==> src/lsharp_pkg.sv <==
// shared types and constants of the 3x3 laplacian sharpening core
// no dependencies
package lsharp_pkg;

    localparam int MaxWidth   = 1024;
    localparam int MaxHeight  = 4096;
    localparam int PixW       = 8;
    localparam int WidthRegW  = 11;
    localparam int HeightRegW = 13;
    localparam int WeightW    = 8;
    localparam int CfgDataW   = 13;
    localparam int CfgIdxW    = 2;
    localparam int ColW       = $clog2(MaxWidth);
    localparam int RowW       = $clog2(MaxHeight) + 1;
    localparam int LapW       = PixW + 3;
    localparam int ProdW      = LapW + WeightW;
    localparam int ResW       = ProdW + 1;

    typedef enum logic [CfgIdxW-1:0] {
        CFG_IMAGE_WIDTH    = 2'd0,
        CFG_IMAGE_HEIGHT   = 2'd1,
        CFG_SHARPEN_WEIGHT = 2'd2
    } t_cfg_reg;

    typedef struct packed {
        logic            command;
        logic [PixW-1:0] pixel_in;
    } t_in_req;

    typedef struct packed {
        logic [PixW-1:0] pixel_out;
        logic            frame_last;
    } t_out_req;

    typedef struct packed {
        logic            started;
        logic            border;
        logic            last;
        logic [ColW-1:0] addr;
        logic [PixW-1:0] pix;
    } t_item_info;

endpackage

==> src/lsharp_win.sv <==
// window registers and laplacian sharpening arithmetic with clamp
// depends on lsharp_pkg
module lsharp_win (
    input  logic                           i_clk,
    input  logic                           i_rst_n,
    input  logic                           i_shift,
    input  logic [lsharp_pkg::PixW-1:0]    i_up,
    input  logic [lsharp_pkg::PixW-1:0]    i_mid,
    input  logic [lsharp_pkg::PixW-1:0]    i_pix,
    input  logic                           i_border,
    input  logic [lsharp_pkg::WeightW-1:0] i_weight,
    output logic [lsharp_pkg::PixW-1:0]    o_pixel
);
    import lsharp_pkg::*;

    logic [PixW-1:0] r_col1 [3];
    logic [PixW-1:0] r_col2 [3];

    logic [PixW-1:0]         center;
    logic [LapW-1:0]         nsum;
    logic signed [LapW-1:0]  lap;
    logic signed [ProdW-1:0] prod;
    logic signed [ResW-1:0]  res;

    always_comb begin
        center = r_col2[1];
        nsum   = LapW'(r_col2[0]) + LapW'(r_col2[2]) + LapW'(r_col1[1]) + LapW'(i_mid);
        lap    = i_border ? '0 : $signed(nsum - LapW'({center, 2'b00}));
        prod   = ProdW'($signed(i_weight)) * ProdW'(lap);
        res    = ResW'($signed({1'b0, center})) - ResW'(prod);
        if (res < 0) begin
            o_pixel = '0;
        end else if (res > ResW'(255)) begin
            o_pixel = '1;
        end else begin
            o_pixel = res[PixW-1:0];
        end
    end

    always_ff @(posedge i_clk) begin
        if (!i_rst_n) begin
            for (int k = 0; k < 3; k++) begin
                r_col1[k] <= '0;
                r_col2[k] <= '0;
            end
        end else if (i_shift) begin
            for (int k = 0; k < 3; k++) begin
                r_col1[k] <= r_col2[k];
            end
            r_col2[0] <= i_up;
            r_col2[1] <= i_mid;
            r_col2[2] <= i_pix;
        end
    end

endmodule
==> config.mk <==
export PLATFORM = sky130hd
export DESIGN_NAME = lsharp_win
export DESIGN_NICKNAME = d
export VERILOG_FILES = /design/src/lsharp_pkg.sv /design/src/lsharp_win.sv
export SDC_FILE = /design/constraint.sdc
export NUM_CORES = 1
export LEC_CHECK = 0
export CAP_MARGIN = 20
export CORE_MARGIN = 8
export CORE_UTILIZATION = 65
export CTS_CLUSTER_DIAMETER = 200
export DETAILED_ROUTE_END_ITERATION = 8
export DONT_BUFFER_PORTS = 1
export GPL_TIMING_DRIVEN = 0
export PLACE_DENSITY_LB_ADDON = 0.3
export SLEW_MARGIN = 5
export SYNTH_ARGS = -nofsm -noshare
export SYNTH_HDL_FRONTEND = slang
export SYNTH_SLANG_ARGS = --single-unit
==> constraint.sdc <==
create_clock -name i_clk -period 15.67 [get_ports i_clk]
set_input_delay 2.3505 -clock i_clk [delete_from_list [all_inputs] [get_ports i_clk]]
set_output_delay 2.3505 -clock i_clk [all_outputs]
set_load 0.01 [all_outputs]
=== After elaboration in Yosys (flattened, before gate mapping) ===
Memory sizes are Yosys's and may differ from the RTL's.
Index checks and enable logic that the tools add are counted.

* Magnitude comparators: 2
* Multiply operators: 1
* Muxes and demuxes: 13
* $add $sub $neg: 5
* Bitwise gates (word level): 6

{| class="wikitable"
|+ Operator list
! operator !! number
|-
| 8-bit two-way mux || 8
|-
| 20-bit by 9-bit greater-than comparator with 1-bit output, second input constant || 1
|-
| 20-bit by 1-bit < comparator with 1-bit output, second input constant || 1
|-
| 9-bit by 19-bit subtractor with 20-bit output || 1
|-
| 8-bit by 11-bit multiplier with 19-bit output || 1
|-
| 10-bit by 8-bit adder with 11-bit output || 1
|-
| 11-bit two-way mux || 1
|-
| 11-bit by 10-bit subtractor with 11-bit output || 1
|-
| 9-bit by 8-bit adder with 10-bit output || 1
|-
| 8-bit by 8-bit adder with 9-bit output || 1
|-
| 1-bit bitwise OR || 6
|-
| 1-bit two-way mux || 4
|}

* Bits in registers: 0
* Memory bits (writable): 48
* Input bits: 36
* Memories kept: 2
* Word-level logic and storage cells: 29

{| class="wikitable"
|+ Memories
! memory !! depth !! width !! read ports !! clocked after Yosys merged registers in !! wr ports !! line !! source
|-
| r_col1 || 3 || 8 || 1 || 0 || 3 || lsharp_win.sv:16 || <nowiki>logic [PixW-1:0] r_col1 [3];</nowiki>
|-
| r_col2 || 3 || 8 || 3 || 0 || 3 || lsharp_win.sv:17 || <nowiki>logic [PixW-1:0] r_col2 [3];</nowiki>
|}

=== Depth between registers and ports, before layout ===
Gate-level depths: netlist (run 1).

* Word-level depth: 10
* Depth in mapped cells: 33
* Depth with buffers taken out: 33

=== Least setup slack after synthesis (run 1) ===
No wires, ideal clock.

* Path type: input to output
* Start: input i_mid[2] (netlist bit)
* End: output o_pixel[1] (netlist bit)
* Data arrival time: 10.091 ns
* Path slack: 3.228 ns
* Cell stages on the path: 28
* Data required time: 13.320 ns
* Path buffers: 0
* Cells stage by stage: fa_1 -> fa_1 -> fa_1 -> fa_1 -> a21o_1 -> a21oi_1 -> o21ai_0 -> a21oi_1 -> xnor2_1 -> nor2_1 -> and2_2 -> fa_1 -> fa_1 -> fa_1 -> inv_1 -> fa_1 -> inv_1 -> fa_1 -> inv_1 -> ha_1 -> a21o_1 -> a21o_1 -> or3_1 -> a21oi_1 -> mux2i_1 -> or4_4 -> nor4_4 -> a21oi_1

* Cells in the longest elaborated chain, start to end: 8
* Elaborated cells between the ends (all ways): 9
* Classes of those cells: add/sub (3); mul (1); order compare (2); mux (3)

{| class="wikitable"
|+ Ends and longest elaborated chain
! element !! line !! source
|-
| start, declared || lsharp_win.sv:8 || <nowiki>input logic [lsharp_pkg::PixW-1:0] i_mid,</nowiki>
|-
| 10-bit by 8-bit adder with 11-bit output * || lsharp_win.sv:27 || <nowiki>nsum = LapW'(r_col2[0]) + LapW'(r_col2[2]) + LapW'(r_col1[1]) + LapW'(i_mid);</nowiki>
|-
| 11-bit by 10-bit subtractor with 11-bit output * || lsharp_win.sv:28 || <nowiki>lap = i_border ? '0 : $signed(nsum - LapW'({center, 2'b00}));</nowiki>
|-
| 11-bit two-way mux * || lsharp_win.sv:28 ||
|-
| 8-bit by 11-bit multiplier with 19-bit output * || lsharp_win.sv:29 || <nowiki>prod = ProdW'($signed(i_weight)) * ProdW'(lap);</nowiki>
|-
| 9-bit by 19-bit subtractor with 20-bit output * || lsharp_win.sv:30 || <nowiki>res = ResW'($signed({1'b0, center})) - ResW'(prod);</nowiki>
|-
| 20-bit by 9-bit greater-than comparator with 1-bit output || lsharp_win.sv:33 || <nowiki>end else if (res > ResW'(255)) begin</nowiki>
|-
| 8-bit two-way mux || lsharp_win.sv:33 ||
|-
| 8-bit two-way mux * || lsharp_win.sv:31 || <nowiki>if (res < 0) begin</nowiki>
|-
| end, declared || lsharp_win.sv:12 || <nowiki>output logic [lsharp_pkg::PixW-1:0] o_pixel</nowiki>
|}

Every way passes the cells marked *; elsewhere a longest branch is shown, timed or not.

=== Worst setup path in the final report (run 1) ===
* Start: input i_mid[2] (netlist bit)
* End: output o_pixel[4] (netlist bit)

Same word-level chain as after synthesis.

==> results_dict.tcl, run 1 <==
set metrics [dict create \
    maxCapViolations 0 \
    rsz0062_at_grt "no" \
    clock-root-buffer "clkbuf_8" \
    grt_overflow 0 \
    finClkSkew_ps 4.73 \
    gp_congestion 0.905 \
    firstDrtPassIters 5 \
    crit_path_start_kind "input pin" \
    fill_cells 749 \
    cts_resized 0 \
    critPathSlowestCell "fa_1" \
    clk_latency_ps 280 \
    r2r_setup_slack_ps 14730 \
    die_w_um 114 \
    cts.reportedPaths.clkPinSlew_ps 60 \
    final_cell_area_um2 6520 \
    synth.most_common_cell "inv_1" \
    fin_nets 868 \
    vias 4595 \
    antenna_cells 0 \
    multiInputGateArea_um2 4790 \
    viasPerCell 5.74 \
    setup_viol 0 \
    cts_setup_buffers 0 \
    grt_usage_pct 22.5 \
    synthArstFlopShare_pct 0 \
    cts_buffers 5 \
    synth_top_cell_by_area "fa_1" \
    tightest_slew_ps 797 \
    crit_arrival_ps 11070 \
    syn_nets 861 \
    initial_utilization_pct 65.6 \
    crit_path_frequent_cell "fa_1" \
    fp.coreArea_um2 9550 \
    syn_area_um2 6270 \
    yosys-top-cells-area "fa_1, ha_1, edfxtp_1, inv_1, and2_1" \
    tns_ps 0 \
    clockBufferDepth 2 \
    synth_common_cells "inv_1, fa_1, ha_1" \
    relSlewSlack_pct 46.1 \
    grt_pass1_wl_um 23600 \
    cts_tree "yes" \
    routed_wl_um 13500 \
    hpwl_um 11500 \
    whs_ps 585 \
    ys_seq_area_share_pct 15.3 \
    drc 0 \
    grt_start_max_net_pins 33 \
    synth_edf_count 32 \
    area_growth_pct 3.97 \
    ys.flop_type "edfxtp_1" \
    hold_viol_final 0 \
    path_max_fanout 8 \
    end_kind "output pin" \
    fp.dieH_um 114 \
    path_class "input pin to output pin" \
    grt_pass1_vias 4919 \
    required_ps 13320 \
    dr.first_iter.drc_count 299 \
    yosysWarnings 0 \
    slew_viol_final 0 \
    dieArea_um2 13000 \
    yosys.area.top_type_share_pct 28.4 \
    period_share_pct 85.6 \
    clkSinkCount 32 \
    cp_slowest_stage_delay_ps 560 \
    top_level_ports 44 \
    syn_avg_cell_area_um2 9.51 \
    ys_ff_latch 32 \
    antenna_found_initial 0 \
    rows 36 \
    synth_cell_types 55 \
    cts_hold_buf 0 \
    regArea_um2 961 \
    fmax_mhz 74.5 \
    syn_inst 659 \
    hold_class "flop to flop" \
    cts_htree_levels 2 \
    placed_area_um2 6440 \
    wl_per_cell_um 16.9 \
    io_buffers 0 \
    postRouteAntennaNets 0 \
    status "completed" \
    drive_gt1_share_pct 3.60 \
    final.min_clock_period_ps 13420 \
]
[area by class of cell]
class,count,area share (%)
clock inverter,1,0.0576
sequential,32,14.7
multi-input combinational,492,73.6
buffer,19,1.23
clock buffer,7,1.17
tap,133,2.55
inverter,116,6.68
[registers in the layout, summed over array words and instances, names as in the netlist]
signal / flops
r_col2: 24
r_col1: 8
[kinds of logic after synthesis]
kind of cell / count (synthesis) / synth area share [%]
DFF: 32 / 15.3
and+or+nand+nor: 197 / 17.5
xor gates and xnor gates: 34 / 4.75
AOI/OAI and AO/OA: 88 / 9.24
buffers and inverters: 135 / 8.22
adders and majority gates: 166 / 43.8
muxes: 7 / 1.20
[per-layer routing]
layer / vias to the layer above / track usage (%) / part of all wire (%)
li1: 2177 / - / -
met1: 2252 / 28.7 / 44
met2: 146 / 37.8 / 48
met3: 20 / 5.43 / 7.3
met4: 0 / 5.24 / 1.3
met5: - / 0 / 0
[cell usage in the layout, fill, tap and decap left out, drive strengths merged, types with 2 or more instances in the layout]
cell type / count
inv: 116
fa: 89
ha: 77
and2: 51
nand2: 40
a21oi: 35
and3: 32
edfxtp: 32
nor2: 25
clkbuf: 24
xnor2: 23
nor2b: 15
o21ai: 14
xor2: 11
a21o: 10
nand3: 8
nor3: 6
mux2i: 6
o21a: 4
a211oi: 4
nand2b: 4
or3: 3
o22ai: 3
nand4: 3
o2111ai: 3
nor4: 3
o21bai: 2
a211o: 2
o221ai: 2
buf: 2
[worst max-delay path: cells and delay by family]
family,cells,cell delay (ps)
fa+ha+maj,10,4860
simple gates,7,2240
compound gates,7,1330
buf+inv,3,180
xor+xnor,1,90
[worst paths after layout]
path,start,end,cells past startpoint
worst min register to register,r_col2[0][10],r_col1[1][2],1
worst max-delay path,i_mid[2],o_pixel[4],28
worst min-delay path,r_col2[0][10],r_col1[1][2],1
worst max register to register,r_col2[0][8],r_col1[1][0],1
[through the flow]
step                utilization, %  setup slack [ps]  cells
floorplan                        -              3230    659
CTS                           68.3              2290    800
global placement              67.4              2400    792
global route                  68.3              1760    800
finish                        68.3              2250    800
detailed placement            67.4              2350    792
Power of run 1 is left out: the tool's default activity adds up to more than one toggle a clock period on the data nets, which glitch-free logic cannot reach.
==> run 2, diff against run 1 <==
PLACE_DENSITY_LB_ADDON = 0.08   (was 0.3)
==> run 2 against run 1 <==
  * Die area stayed put
  * Final area stayed put
  * Clock skew is 1.0 ps higher
  * Global-route usage is 0.27 points lower
  * Sequential cell count stayed put
  * Routed wire length is 0.93% lower
  * Via count is 1.7% lower
  * Critical path depth stayed put
  * Worst hold slack better by 10 ps
  * Fmax is 0.64% higher
  * Core utilization stayed put
==> results_dict.tcl, run 2 (synthesis results as in run 1) <==
set metrics [dict create \
    viasPerCell 5.65 \
    period_share_pct 85.1 \
    relSlewSlack_pct 47.0 \
    maxCapViolations 0 \
    final_cells 800 \
    required_ps 13320 \
    dr.first_iter.drc_count 245 \
    drive_gt1_share_pct 3.60 \
    rsz0062_at_grt "no" \
    fmax_mhz 75.0 \
    whs_ps 596 \
    slew_viol_final 0 \
    clk_latency_ps 280 \
    dieArea_um2 13000 \
    regMostFlops "r_col2" \
    cts_buffers 5 \
    top_regs "r_col2: 24 flops, r_col1: 8 flops" \
    clockBufferDepth 2 \
    cts_htree_levels 2 \
    crit_arrival_ps 10980 \
    final_common_cell "inv_1" \
    wl_per_cell_um 16.7 \
    hpwl_um 11400 \
    cp_slowest_stage_delay_ps 590 \
    dp_cells 792 \
    fill_cells 800 \
    drc 0 \
    io_buffers 0 \
    firstDrtPassIters 4 \
    rows 36 \
    critical-path-top-delay-family "adder cells" \
    grt_overflow 0 \
    antenna_found_initial 0 \
    cts_hold_buf 0 \
    fp.dieH_um 114 \
    hold_viol_final 0 \
    end_kind "output pin" \
    final.min_clock_period_ps 13330 \
    setup_viol 0 \
    routed_wl_um 13400 \
    gp_congestion 0.865 \
    postRouteAntennaNets 0 \
    grt_start_max_net_pins 33 \
    cts.reportedPaths.clkPinSlew_ps 60 \
    mostFrequentLayoutCells "inv_1, fa_1, ha_1, and2_1, nand2_1" \
    die_w_um 114 \
    area_growth_pct 3.97 \
    regArea_um2 961 \
    initial_utilization_pct 65.6 \
    cts_resized 0 \
    cts_tree "yes" \
    grt_usage_pct 22.2 \
    hold_class "flop to flop" \
    path_class "input pin to output pin" \
    crit_path_frequent_cell "fa_1" \
    top_level_ports 44 \
    largest_reg_flops 24 \
    multiInputGateArea_um2 4790 \
    finClkSkew_ps 5.75 \
    grt_pass1_wl_um 23100 \
    status "completed" \
    cts_setup_buffers 0 \
    path_max_fanout 8 \
    fin_nets 868 \
    clkSinkCount 32 \
    clock-root-buffer "clkbuf_8" \
    antenna_cells 0 \
    crit_path_start_kind "input pin" \
    tightest_slew_ps 795 \
    fp.coreArea_um2 9550 \
    critPathBufInv 3 \
    tns_ps 0 \
    critPathSlowestCell "fa_1" \
    vias 4516 \
    grt_pass1_vias 4839 \
]
==> run 2: cell counts in the layout (fill, tap and decap cells not counted) <==
No cell type changed its count.
==> run 2: worst paths after layout <==
kind / from / to / cells after the start / slack, ps
max: i_mid[2] / o_pixel[1] / 28 / 2340
min reg2reg: r_col2[0][14] / r_col1[1][6] / 1 / 600
max reg2reg: r_col2[0][8] / r_col1[1][0] / 1 / 14750
min: r_col2[0][14] / r_col1[1][6] / 1 / 600
==> run 2: cell type report <==
cell class              count  area share (%)
multi-input cells         492            73.6
flip-flops and latches     32            14.7
inverters                 116            6.68
well taps                 133            2.55
plain buffers              19            1.23
clock buffers               7            1.17
clock inverters             1          0.0576
==> run 2: per-stage QoR <==
step	util, %	setup slack (ps)	instance area [um2]
after floorplan	-	3230	6270
after global placement	67.4	2510	6430
after detailed placement	67.4	2410	6440
after CTS	68.3	2380	6520
after global routing	68.3	1820	6520
final	68.3	2340	6520
==> run 2: metal layers <==
layer / global-route usage (%) / vias up / wire length, um
met5: 0 / - / 0
met4: 4.26 / 0 / 69
met3: 3.06 / 9 / 684
met2: 35.0 / 121 / 6110
met1: 32.0 / 2208 / 6510
li1: - / 2178 / -
Power of run 2 is left out for the same reason.
