[config.mk]
export PLATFORM = sky130hd
export DESIGN_NAME = lsharp_pos
export DESIGN_NICKNAME = d
export VERILOG_FILES = /design/src/lsharp_pkg.sv /design/src/lsharp_pos.sv
export SDC_FILE = /design/constraint.sdc
export NUM_CORES = 1
export LEC_CHECK = 0
export BUFFER_PORTS_ARGS = -buffer_cell sky130_fd_sc_hd__buf_2
export CELL_PAD_IN_SITES_DETAIL_PLACEMENT = 0
export CELL_PAD_IN_SITES_GLOBAL_PLACEMENT = 2
export CORE_MARGIN = 10
export CORE_UTILIZATION = 38
export DETAILED_ROUTE_END_ITERATION = 8
export PLACE_DENSITY = 0.84
export SYNTH_ARGS = -nofsm -noshare
export SYNTH_HDL_FRONTEND = slang
export SYNTH_SLANG_ARGS = --single-unit
[constraint.sdc]
create_clock -name i_clk -period 9.92 [get_ports i_clk]
set_input_delay 0.992 -clock i_clk [delete_from_list [all_inputs] [get_ports i_clk]]
set_output_delay 0.992 -clock i_clk [all_outputs]
set_load 0.05 [all_outputs]
[src/lsharp_pkg.sv]
// shared types and constants of the 3x3 laplacian sharpening core
// no dependencies
package lsharp_pkg;

    localparam int MaxWidth   = 1024;
    localparam int MaxHeight  = 4096;
    localparam int PixW       = 8;
    localparam int WidthRegW  = 11;
    localparam int HeightRegW = 13;
    localparam int WeightW    = 8;
    localparam int CfgDataW   = 13;
    localparam int CfgIdxW    = 2;
    localparam int ColW       = $clog2(MaxWidth);
    localparam int RowW       = $clog2(MaxHeight) + 1;
    localparam int LapW       = PixW + 3;
    localparam int ProdW      = LapW + WeightW;
    localparam int ResW       = ProdW + 1;

    typedef enum logic [CfgIdxW-1:0] {
        CFG_IMAGE_WIDTH    = 2'd0,
        CFG_IMAGE_HEIGHT   = 2'd1,
        CFG_SHARPEN_WEIGHT = 2'd2
    } t_cfg_reg;

    typedef struct packed {
        logic            command;
        logic [PixW-1:0] pixel_in;
    } t_in_req;

    typedef struct packed {
        logic [PixW-1:0] pixel_out;
        logic            frame_last;
    } t_out_req;

    typedef struct packed {
        logic            started;
        logic            border;
        logic            last;
        logic [ColW-1:0] addr;
        logic [PixW-1:0] pix;
    } t_item_info;

endpackage

[src/lsharp_pos.sv]
// configuration registers and frame position counters
// depends on lsharp_pkg
module lsharp_pos (
    input  logic                           i_clk,
    input  logic                           i_rst_n,
    input  logic                           i_cfg_wr_en,
    input  logic [lsharp_pkg::CfgIdxW-1:0] i_cfg_index,
    input  logic [lsharp_pkg::CfgDataW-1:0] i_cfg_data,
    input  logic                           i_accept,
    input  lsharp_pkg::t_in_req            i_req,
    output logic                           o_take,
    output lsharp_pkg::t_item_info         o_item,
    output logic [lsharp_pkg::WeightW-1:0] o_weight
);
    import lsharp_pkg::*;

    logic [WidthRegW-1:0]  r_width;
    logic [HeightRegW-1:0] r_height;
    logic [WeightW-1:0]    r_weight;
    logic [ColW-1:0]       r_col, n_col;
    logic [RowW-1:0]       r_row, n_row;

    logic [WidthRegW-1:0]  eff_w;
    logic [HeightRegW-1:0] eff_h;
    logic                  frame_in;
    logic                  started;
    logic [RowW-1:0]       orow;
    logic [ColW-1:0]       ocol;
    logic [ColW:0]         col_inc;
    logic [RowW:0]         orow_inc;
    logic [ColW:0]         ocol_inc;
    logic                  border;
    logic                  last;
    logic                  restart;

    always_comb begin
        if (r_width == '0) begin
            eff_w = WidthRegW'(1);
        end else if (r_width > WidthRegW'(MaxWidth)) begin
            eff_w = WidthRegW'(MaxWidth);
        end else begin
            eff_w = r_width;
        end
        if (r_height == '0) begin
            eff_h = HeightRegW'(1);
        end else if (r_height > HeightRegW'(MaxHeight)) begin
            eff_h = HeightRegW'(MaxHeight);
        end else begin
            eff_h = r_height;
        end
    end

    always_comb begin
        frame_in = r_row < RowW'(eff_h);
        started  = (r_row > RowW'(1)) || ((r_row == RowW'(1)) && (r_col != '0));
        if (r_col != '0) begin
            orow = r_row - RowW'(1);
            ocol = r_col - ColW'(1);
        end else begin
            orow = r_row - RowW'(2);
            ocol = ColW'(eff_w - WidthRegW'(1));
        end
        orow_inc = {1'b0, orow} + (RowW + 1)'(1);
        ocol_inc = {1'b0, ocol} + (ColW + 1)'(1);
        border   = (orow == '0) || (ocol == '0)
                || (orow_inc >= (RowW + 1)'(eff_h)) || (ocol_inc >= (ColW + 1)'(eff_w));
        last     = started && (orow_inc == (RowW + 1)'(eff_h))
                && (ocol_inc == (ColW + 1)'(eff_w));
        o_take   = !(i_req.command && frame_in);

        col_inc = {1'b0, r_col} + (ColW + 1)'(1);
        if (col_inc >= (ColW + 1)'(eff_w)) begin
            n_col = '0;
            n_row = r_row + RowW'(1);
        end else begin
            n_col = col_inc[ColW-1:0];
            n_row = r_row;
        end

        restart = i_cfg_wr_en && ((i_cfg_index == CFG_IMAGE_WIDTH)
                               || (i_cfg_index == CFG_IMAGE_HEIGHT));

        o_item.started = started;
        o_item.border  = border;
        o_item.last    = last;
        o_item.addr    = r_col;
        o_item.pix     = frame_in ? i_req.pixel_in : '0;
    end

    always_ff @(posedge i_clk) begin
        if (!i_rst_n) begin
            r_width  <= WidthRegW'(512);
            r_height <= HeightRegW'(512);
            r_weight <= WeightW'(1);
        end else if (i_cfg_wr_en) begin
            case (i_cfg_index)
                CFG_IMAGE_WIDTH:    r_width  <= i_cfg_data[WidthRegW-1:0];
                CFG_IMAGE_HEIGHT:   r_height <= i_cfg_data[HeightRegW-1:0];
                CFG_SHARPEN_WEIGHT: r_weight <= i_cfg_data[WeightW-1:0];
                default: ;
            endcase
        end
    end

    always_ff @(posedge i_clk) begin
        if (!i_rst_n || restart) begin
            r_col <= '0;
            r_row <= '0;
        end else if (i_accept && o_take) begin
            if (last) begin
                r_col <= '0;
                r_row <= '0;
            end else begin
                r_col <= n_col;
                r_row <= n_row;
            end
        end
    end

    assign o_weight = r_weight;

endmodule

[Yosys cells after proc, flatten, opt, wreduce, memory -nomap -nowiden]
Index checks and enable logic that the tools add are counted.
Storage, ports and cells
  register bits: 55
  bits of input ports: 28
  output and inout bits: 30
  logic and storage cells: 61
Operators by class
  $add $sub $neg: 8
  magnitude comparators: 7
  equality and inequality tests: 5
  multiplexer cells: 11
  reduce and logical (&&, ||, !) cells: 25
Operator list (number)
  2-to-1 mux 13 bit: 5
  2-to-1 mux 10 bit: 3
  logical NOT 13 bit: 2
  adder 10 x 1 -> 11 bit (second input constant): 2
  greater-or-equal comparator 11 bit: 2
  2-to-1 mux 11 bit: 2
  subtractor 10 x 1 -> 10 bit (second input constant): 2
  adder 13 x 1 -> 14 bit (second input constant): 1
  == test 14 x 13 -> 1 bit: 1
  greater-or-equal comparator 14 x 13 -> 1 bit: 1
  adder 13 x 1 -> 13 bit (second input constant): 1
  == test 13 x 1 -> 1 bit (second input constant): 1
  > comparator 13 x 1 -> 1 bit (second input constant): 1
  > comparator 13 bit (second input constant): 1
  < comparator 13 bit: 1
  subtractor 13 x 1 -> 13 bit (second input constant): 1
  subtractor 13 x 2 -> 13 bit (second input constant): 1
  == test 11 bit: 1
  > comparator 11 bit (second input constant): 1
  logical NOT 11 bit: 1
  logical NOT 10 bit: 1
  nonzero test 10 bit: 1
  2-to-1 mux 8 bit: 1
  AND reduction 2 bit: 4
  other kinds (7): 18

[Logic depth before layout (Yosys ltp)]
Gate-level depths: netlist of run 1.
  word-level depth: 10
  gate-level depth with buffers: 25
  gate-level depth less buffers: 23

[Least setup slack after synthesis of run 1]
No wires, ideal clock.
  path type: reg-to-output
  from: reg r_col[0]
  to: out o_item[18] (netlist name)
  arrival: 4652 ps
  data required time: 8928 ps
  path slack: 4276 ps
  stages on the path, launching flop included: 23
  path buffers: 3
  cell sequence: dfxtp_1 > inv_1 > ha_1 > or4b_1 > clkbuf_1 > nor3_1 > and2_1 > clkbuf_1 > a22oi_1 > ha_1 > nand2_1 > a211o_1 > nor4_1 > nand2_1 > o211ai_1 > nor3_1 > xnor2_1 > ha_1 > nand3_1 > nor2_1 > nand4b_1 > a31oi_1 > buf_4
Between the ends
  word-level cells in the longest chain between the ends: 6
  elaborated cells between the ends (all ways): 12
  classes of those cells: add/sub: 3; eq/ne: 2; mux: 2; reduce/logical: 5
RTL lines
  from (decl): line lsharp_pos.sv:20  | logic [ColW-1:0] r_col, n_col;
  from (signal assigned): line lsharp_pos.sv:114  | r_col <= n_col;
  branches (longest 5 deep; another with adder 10 x 1 -> 11 bit)
  logical AND 1 bit *: line lsharp_pos.sv:68  | && (ocol_inc == (ColW + 1)'(eff_w));
  to (decl): line lsharp_pos.sv:12  | output lsharp_pkg::t_item_info o_item,
Every way passes the cells marked *.

==> results of run 1 <==
## area by class of cell
type | count | area, µm²
clock buffer | 5 | 125
fill | 1398 | 7570
timing repair buffer | 61 | 315
inverter | 33 | 124
tap | 176 | 220
multi-input combinational | 533 | 3790
clock inverter | 3 | 46.3
sequential | 55 | 1100
## layer usage
metal / global-route usage [%] / part of all wire, %
met1: 21.1 / 47
met2: 27.5 / 48
met3: 2.05 / 3.5
met4: 5.09 / 1.5
met5: 0 / 0
## cells by family after synthesis
kind of cell / after synthesis
adder cells (fa/ha/maj): 60
AO/OA/AOI/OAI: 127
AND/OR/NAND/NOR: 278
buffers and inverters: 68
XOR/XNOR: 49
flip-flops: 55
multiplexers: 19
## power by group
part,switching (mW),internal [mW],total [mW]
clock network,0.0888,0.120,0.209
logic,0.196,0.128,0.325
registers,0.00893,0.226,0.235
## layout by cell type, fill, tap and decap left out, drive strengths merged, types with 8 or more instances in the layout
cell | netlist | routed
mux2i | 19 | 19
nor3 | 20 | 20
buf | 10 | 61
a21boi | 13 | 13
a41o | 8 | 8
nor2b | 22 | 22
nand4 | 16 | 16
nor2 | 53 | 53
and3 | 13 | 13
inv | 33 | 34
ha | 60 | 60
a21oi | 20 | 20
a21o | 9 | 9
nor4 | 11 | 11
xnor2 | 32 | 32
xor2 | 17 | 17
o21ai | 18 | 18
nand3 | 32 | 32
dfxtp | 55 | 55
nand2 | 80 | 80
o21a | 11 | 11
## worst max path at each step
| stage | endpoint | slack [ps] | cells after the start |
|---|---|---|---|
| 2_1_floorplan | o_item[18] | 4280 | 22 |
| 3_3_place_gp | o_item[18] | 3910 | 20 |
| 3_5_place_dp | o_item[18] | 3700 | 20 |
| 5_1_grt | o_item[18] | 2920 | 20 |
| 6_report | o_item[18] | 3210 | 20 |
| 4_1_cts | o_item[18] | 3340 | 20 |
## worst max-delay path, delay by kind of cell (launching register included)
kind,cells,cell delay [ps]
compound gates,3,650
xor+xnor,2,440
fa+ha+maj,3,700
buf+inv,2,440
flops,1,410
simple gates,10,2750
## stage by stage
| step | instance area, µm² | utilization [%] |
|---|---|---|
| 2_1_floorplan | 5190 | - |
| 3_3_place_gp | 5550 | 41.8 |
| 3_5_place_dp | 5550 | 41.8 |
| 4_1_cts | 5720 | 43.0 |
| 5_1_grt | 5720 | 43.0 |
| 6_report | 5720 | 43.0 |
## cells in the mapped netlist (17+ instances only)
cell / count / area (µm²)
a21oi_1: 19 / 95.1
clkbuf_1: 25 / 93.8
dfxtp_1: 55 / 1100
ha_1: 60 / 751
inv_1: 33 / 124
mux2i_1: 19 / 190
nand2_1: 79 / 297
nand3_1: 31 / 155
nor2_1: 52 / 195
nor2b_1: 22 / 138
nor3_1: 20 / 100
xnor2_1: 31 / 272
xor2_1: 17 / 149
## registers in the layout, summed over array words and instances (netlist names)
| name | cells |
|---|---|
| r_height | 13 |
| r_row | 13 |
| r_width | 11 |
| r_col | 10 |
| o_weight | 8 |
==> results.sh, run 1 <==
export IMPL_clkTransAtPathRegs_ps=70
export IMPL_power_density_nw_per_um2=134
export IMPL_dieArea_um2=18700
export IMPL_hold_buffers=0
export IMPL_num_vias=4767
export IMPL_syn_avg_cell_area_um2=7.91
export IMPL_worst_pin_slew_ps=1190
export IMPL_wirelength_mm=15.4
export IMPL_antenna_found_initial=0
export IMPL_crit_chain="inv_1 > ha_1 > or4b_1 > nor3_1 > and2_1 > a22oi_1 > ha_1 > nand2_1 > a211o_1 > nor2_1 > xnor2_1 > nand3_1 > nor3_1 > xnor2_1 > ha_1 > nand3_1 > nor2_1 > nand4b_1 > a31oi_1 > buf_2"
export IMPL_design_final_nets=777
export IMPL_path_class="reg -> out"
export IMPL_report_final_slew_viol_count=0
export IMPL_worstSetupStartpointType="flip-flop"
export IMPL_end_kind="output port"
export IMPL_period_share_pct=67.7
export IMPL_synth_simple_area_share_pct=27.8
export IMPL_place_ws_ps=3700
export IMPL_synthAdderAreaFrac_pct=14.5
export IMPL_postCtsSetupBuffers=0
export IMPL_dp_cells=858
export IMPL_ys_seq_area_share_pct=21.2
export IMPL_final_cells=866
export IMPL_worstPathMaxFanout=10
export IMPL_diodes=0
export IMPL_io_pins=58
export IMPL_finalCriticalPeriod_ps=6710
export IMPL_fp_dieW_um=137
export IMPL_arrival_ps=5720
export IMPL_syn_cell_area_um2=5190
export IMPL_relSlewSlack_pct=20.3
export IMPL_synth_xor_area_share_pct=8.41
export IMPL_core_area_um2=13300
export IMPL_ant_nets=0
export IMPL_grt_pass1_wl_mm=24.6
export IMPL_ys_flop_type="dfxtp_1"
export IMPL_routed_via_density=5.50
export IMPL_hold_end="r_height[0]"
export IMPL_synth_async_reset_ratio_pct=0
export IMPL_synth_edf_count=0
export IMPL_die_height_um=137
export IMPL_synth_compound_area_share_pct=18.6
export IMPL_setup_tns_final_ps=0
export IMPL_drcViolationCount=0
export IMPL_yosysUniqueCellTypes=72
export IMPL_fmax_ghz=0.149
export IMPL_maxCapViolCount=0
export IMPL_holdWs_ps=477
export IMPL_critPathLaunch="r_col[0]"
export IMPL_cts_buffers=5
export IMPL_worstHoldStart="r_height[0]"
export IMPL_muxShareOfSynthArea_pct=3.66
export IMPL_yosysWarnings=0
export IMPL_holdPathStages=2
export IMPL_drive_gt1_share_pct=13.0
export IMPL_cp_slowest_stage_delay_ps=660
export IMPL_synth_nets=744
export IMPL_clock_sinks=55
export IMPL_gp_congestion=0.937
export IMPL_grt_max_degree=35
export IMPL_clockRootBuffer="clkbuf_16"
export IMPL_p_leak_nw=2.51
export IMPL_cts_max_level=2
export IMPL_grt_overflow_total=0
export IMPL_start_util_pct=39.0
export IMPL_hp_class="reg -> reg"
export IMPL_io_buffer_count=57
export IMPL_power_total_mw=0.769
export IMPL_cts_tree="yes"
export IMPL_synth_seq_cells=55
export IMPL_routedWlPerCell_um=17.7
export IMPL_hold_viol_final=0
export IMPL_placementRows=42
export IMPL_regToRegStartpoint="r_col[0]"
export IMPL_cts_buffer_depth=2
export IMPL_rsz0062_at_grt="no"
export IMPL_cp_data_required_time_ps=8930
export IMPL_fin_ws_ps=3210
export IMPL_drtIter0Drc=314
export IMPL_insertion_delay_ps=300
export IMPL_synth_top_family_by_area="simple AND/OR/NAND/NOR gates"
export IMPL_drt_pre_antenna_iters=4
export IMPL_detailed_place_hpwl_mm=12.5
export IMPL_post_cts_resized=0
export IMPL_ir_drop_v=0.0000934
export IMPL_setup_viol=0
export IMPL_finalClockSkew_ps=6.77
export IMPL_r2r_end="r_row[2]"
export IMPL_status="complete, no violations"
export IMPL_critPathSlowestCell="nor3_1"
export IMPL_synth_cells=656
export IMPL_syn_to_final_growth_pct=10.3
export IMPL_cp_common_cell="ha_1"
export IMPL_reg2reg_slack_ps=4140
export IMPL_grt_pass1_vias=4601
export IMPL_grt_usage_pct=16.3
export IMPL_r2r_cells=22
Power figures use the tool's default switching activity.
==> run 2, diff against run 1 <==
--- a/config.mk
+++ b/config.mk
@@ -5,13 +5,14 @@
 export SDC_FILE = /design/constraint.sdc
 export NUM_CORES = 1
 export LEC_CHECK = 0
+export ABC_AREA = 1
 export BUFFER_PORTS_ARGS = -buffer_cell sky130_fd_sc_hd__buf_2
 export CELL_PAD_IN_SITES_DETAIL_PLACEMENT = 0
 export CELL_PAD_IN_SITES_GLOBAL_PLACEMENT = 2
 export CORE_MARGIN = 10
-export CORE_UTILIZATION = 38
+export CORE_UTILIZATION = 33
 export DETAILED_ROUTE_END_ITERATION = 8
-export PLACE_DENSITY = 0.84
+export PLACE_DENSITY = 0.79
 export SYNTH_ARGS = -nofsm -noshare
 export SYNTH_HDL_FRONTEND = slang
 export SYNTH_SLANG_ARGS = --single-unit
==> constraint.sdc (replaced) <==
create_clock -name i_clk -period 6.9 [get_ports i_clk]
set_input_delay 0.69 -clock i_clk [delete_from_list [all_inputs] [get_ports i_clk]]
set_output_delay 0.69 -clock i_clk [all_outputs]
set_load 0.05 [all_outputs]
==> run 2 against run 1 <==
  * Non-clock buffer count shrank 4
  * Worst hold slack gained 2.2 ps
  * Sequential share of layout area decreased by 2.4 points
  * Sequential power is 49% higher
  * First-iteration DRC count grew 7.0%
  * Critical path type unchanged
==> results.sh, run 2 <==
export IMPL_clkTransAtPathRegs_ps=90
export IMPL_ir_drop_v=0.000126
export IMPL_detailed_place_hpwl_mm=15.4
export IMPL_synth_simple_area_share_pct=41.2
export IMPL_synth_cells=932
export IMPL_period_share_pct=81.3
export IMPL_cp_num_buf_inv=8
export IMPL_routed_via_density=4.85
export IMPL_clock_sinks=55
export IMPL_syn_avg_cell_area_um2=6.43
export IMPL_synth_xor_area_share_pct=5.41
export IMPL_num_vias=5810
export IMPL_yosys_top_cells_count="nand2_1 (209), nor2_1 (123), inv_1 (104), nand3_1 (76), ha_1 (60)"
export IMPL_regToRegStartpoint="r_col[0]"
export IMPL_path_class="reg -> out"
export IMPL_hold_buffers=0
export IMPL_status="complete, no violations"
export IMPL_arrival_ps=4920
export IMPL_fp_dieW_um=155
export IMPL_drt_pre_antenna_iters=5
export IMPL_post_cts_resized=0
export IMPL_finalCriticalPeriod_ps=5610
export IMPL_hold_viol_final=0
export IMPL_cts_max_level=2
export IMPL_gp_congestion=0.825
export IMPL_place_ws_ps=1660
export IMPL_clockRootBuffer="clkbuf_16"
export IMPL_synth_nets=1020
export IMPL_yosysTopAreaCellShare_pct=18.4
export IMPL_report_final_slew_viol_count=0
export IMPL_core_area_um2=17900
export IMPL_ant_nets=0
export IMPL_io_buffer_count=57
export IMPL_synth_area_top_cells="dfxtp_1 (18%), nand2_1 (13%), ha_1 (13%), nor2_1 (7.7%), inv_1 (6.5%)"
export IMPL_hp_class="reg -> reg"
export IMPL_syn_to_final_growth_pct=9.25
export IMPL_yosysWarnings=0
export IMPL_synth_most_common_cell="nand2_1"
export IMPL_ys_seq_area_share_pct=18.4
export IMPL_dieArea_um2=23900
export IMPL_postCtsSetupBuffers=0
export IMPL_finalClockSkew_ps=11.5
export IMPL_endpoint="o_item[18]"
export IMPL_synth_top_family_by_area="simple AND/OR/NAND/NOR gates"
export IMPL_insertion_delay_ps=320
export IMPL_cts_tree="yes"
export IMPL_end_kind="output port"
export IMPL_cts_buffers=5
export IMPL_grt_pass1_vias=5796
export IMPL_start_util_pct=33.5
export IMPL_worst_pin_slew_ps=769
export IMPL_critPathLaunch="r_col[0]"
export IMPL_largestRegisters="r_height x13, r_row x13, r_width x11"
export IMPL_critPathSlowestCell="dfxtp_1"
export IMPL_fin_ws_ps=1290
export IMPL_grt_overflow_total=0
export IMPL_io_pins=58
export IMPL_die_height_um=155
export IMPL_relSlewSlack_pct=48.7
export IMPL_drcViolationCount=0
export IMPL_layout_commonest_cell="nand2_1"
export IMPL_cts_buffer_depth=2
export IMPL_r2r_end="r_row[9]"
export IMPL_synthAdderAreaFrac_pct=12.5
export IMPL_wirelength_mm=18.7
export IMPL_fillCellCount=2049
export IMPL_cp_data_required_time_ps=6210
export IMPL_cpLargestDelayFamily="simple AND/OR/NAND/NOR gates"
export IMPL_cp_depth=27
export IMPL_worstSetupStartpointType="flip-flop"
export IMPL_yosysTopAreaCell="dfxtp_1"
export IMPL_ys_flop_type="dfxtp_1"
export IMPL_diodes=0
export IMPL_setup_tns_final_ps=0
export IMPL_grt_usage_pct=15.5
export IMPL_p_leak_nw=3.27
export IMPL_power_density_nw_per_um2=233
export IMPL_synth_compound_area_share_pct=12.3
export IMPL_yosysUniqueCellTypes=53
export IMPL_synth_async_reset_ratio_pct=0
export IMPL_worstPathMaxFanout=20
export IMPL_drive_gt1_share_pct=15.4
export IMPL_antenna_found_initial=0
export IMPL_setup_viol=0
export IMPL_rsz0062_at_grt="no"
export IMPL_syn_cell_area_um2=5990
export IMPL_maxCapViolCount=0
export IMPL_synth_seq_cells=55
export IMPL_placementRows=49
export IMPL_fmax_ghz=0.178
export IMPL_reg2reg_slack_ps=1640
export IMPL_cp_slowest_stage_delay_ps=420
export IMPL_grt_max_degree=37
export IMPL_routedWlPerCell_um=15.6
export IMPL_synth_edf_count=0
export IMPL_design_final_nets=1055
export IMPL_muxShareOfSynthArea_pct=0
export IMPL_layout_common_cells="nand2_1 (209), nor2_1 (123), inv_1 (104), nand3_1 (76), ha_1 (60)"
export IMPL_r2r_cells=29
export IMPL_drtIter0Drc=336
export IMPL_grt_pass1_wl_mm=30.7
[run 2: cell count changes in the layout (fill, tap and decap cells not counted), sizes merged, moves of 28 or more]
cell,previous run,this run
a21oi,20,54
inv,34,116
nand2,80,231
nand3,32,88
nor2,53,144
o21ai,18,46
[run 2: cell families after synthesis]
kind of cell,Yosys count
DFF,55
adders and majority gates,60
AOI/OAI and AO/OA,127
and+or+nand+nor,511
buffers and inverters,145
xor gates and xnor gates,34
[run 2: final cells by class]
class	count	area, µm²	share of cell area (%)
well taps	229	287	4.38
clock buffers	5	125	1.91
clock inverters	3	31.3	0.478
repair buffers	57	285	4.36
flip-flops and latches	55	1100	16.8
multi-input cells	732	4280	65.4
inverters	116	435	6.65
[run 2: worst min-delay path by stage]
stage / startpoint / to / slack (ps) / depth (start not counted)
after floorplan: r_height[4] / r_height[4] / 440 / 2
after global placement: o_weight[0] / o_weight[0] / 450 / 2
after detailed placement: o_weight[0] / o_weight[0] / 460 / 2
after CTS: r_height[1] / r_height[1] / 480 / 2
after global routing: o_weight[1] / o_weight[1] / 500 / 2
final: o_weight[0] / o_weight[0] / 480 / 2
[run 2: through the flow]
| stage | cells | util, % | power [mW] | cell area [µm²] | hold WS (ps) |
|---|---|---|---|---|---|
| 3_5_place_dp | 1189 | 35.7 | 1.24 | 6390 | 459 |
| 2_1_floorplan | 932 | - | 1.06 | 5990 | 444 |
| 4_1_cts | 1197 | 36.6 | 1.55 | 6550 | 483 |
| 6_report | 1197 | 36.6 | 1.53 | 6550 | 479 |
| 3_3_place_gp | 1189 | 35.7 | 1.25 | 6390 | 452 |
| 5_1_grt | 1197 | 36.6 | 1.67 | 6550 | 503 |
[run 2: report_power, final]
group | internal [mW] | switching (mW) | leakage, nW
Clock | 0.142 | 0.153 | 0.0778
Sequential | 0.332 | 0.0189 | 0.448
Combinational | 0.297 | 0.583 | 2.75
Total | 0.771 | 0.755 | 3.27
[run 2: routing by layer]
metal  track usage (%)  vias to the layer above  wire length, µm
met5                 0                        -                0
met4              2.92                        0              195
met3              2.19                       16              458
met2              27.6                       73             9270
met1              19.4                     2634             8780
li1                  -                     3087                -
[run 2: worst reg2reg max path, delay by kind of cell, from the launching register on]
family                   cells  cell delay (ps)
AND/OR/NAND/NOR             17             2390
adder cells (fa/ha/maj)      3              720
AO/OA/AOI/OAI                3              970
buffers and inverters        6              630
flip-flops                   1              420
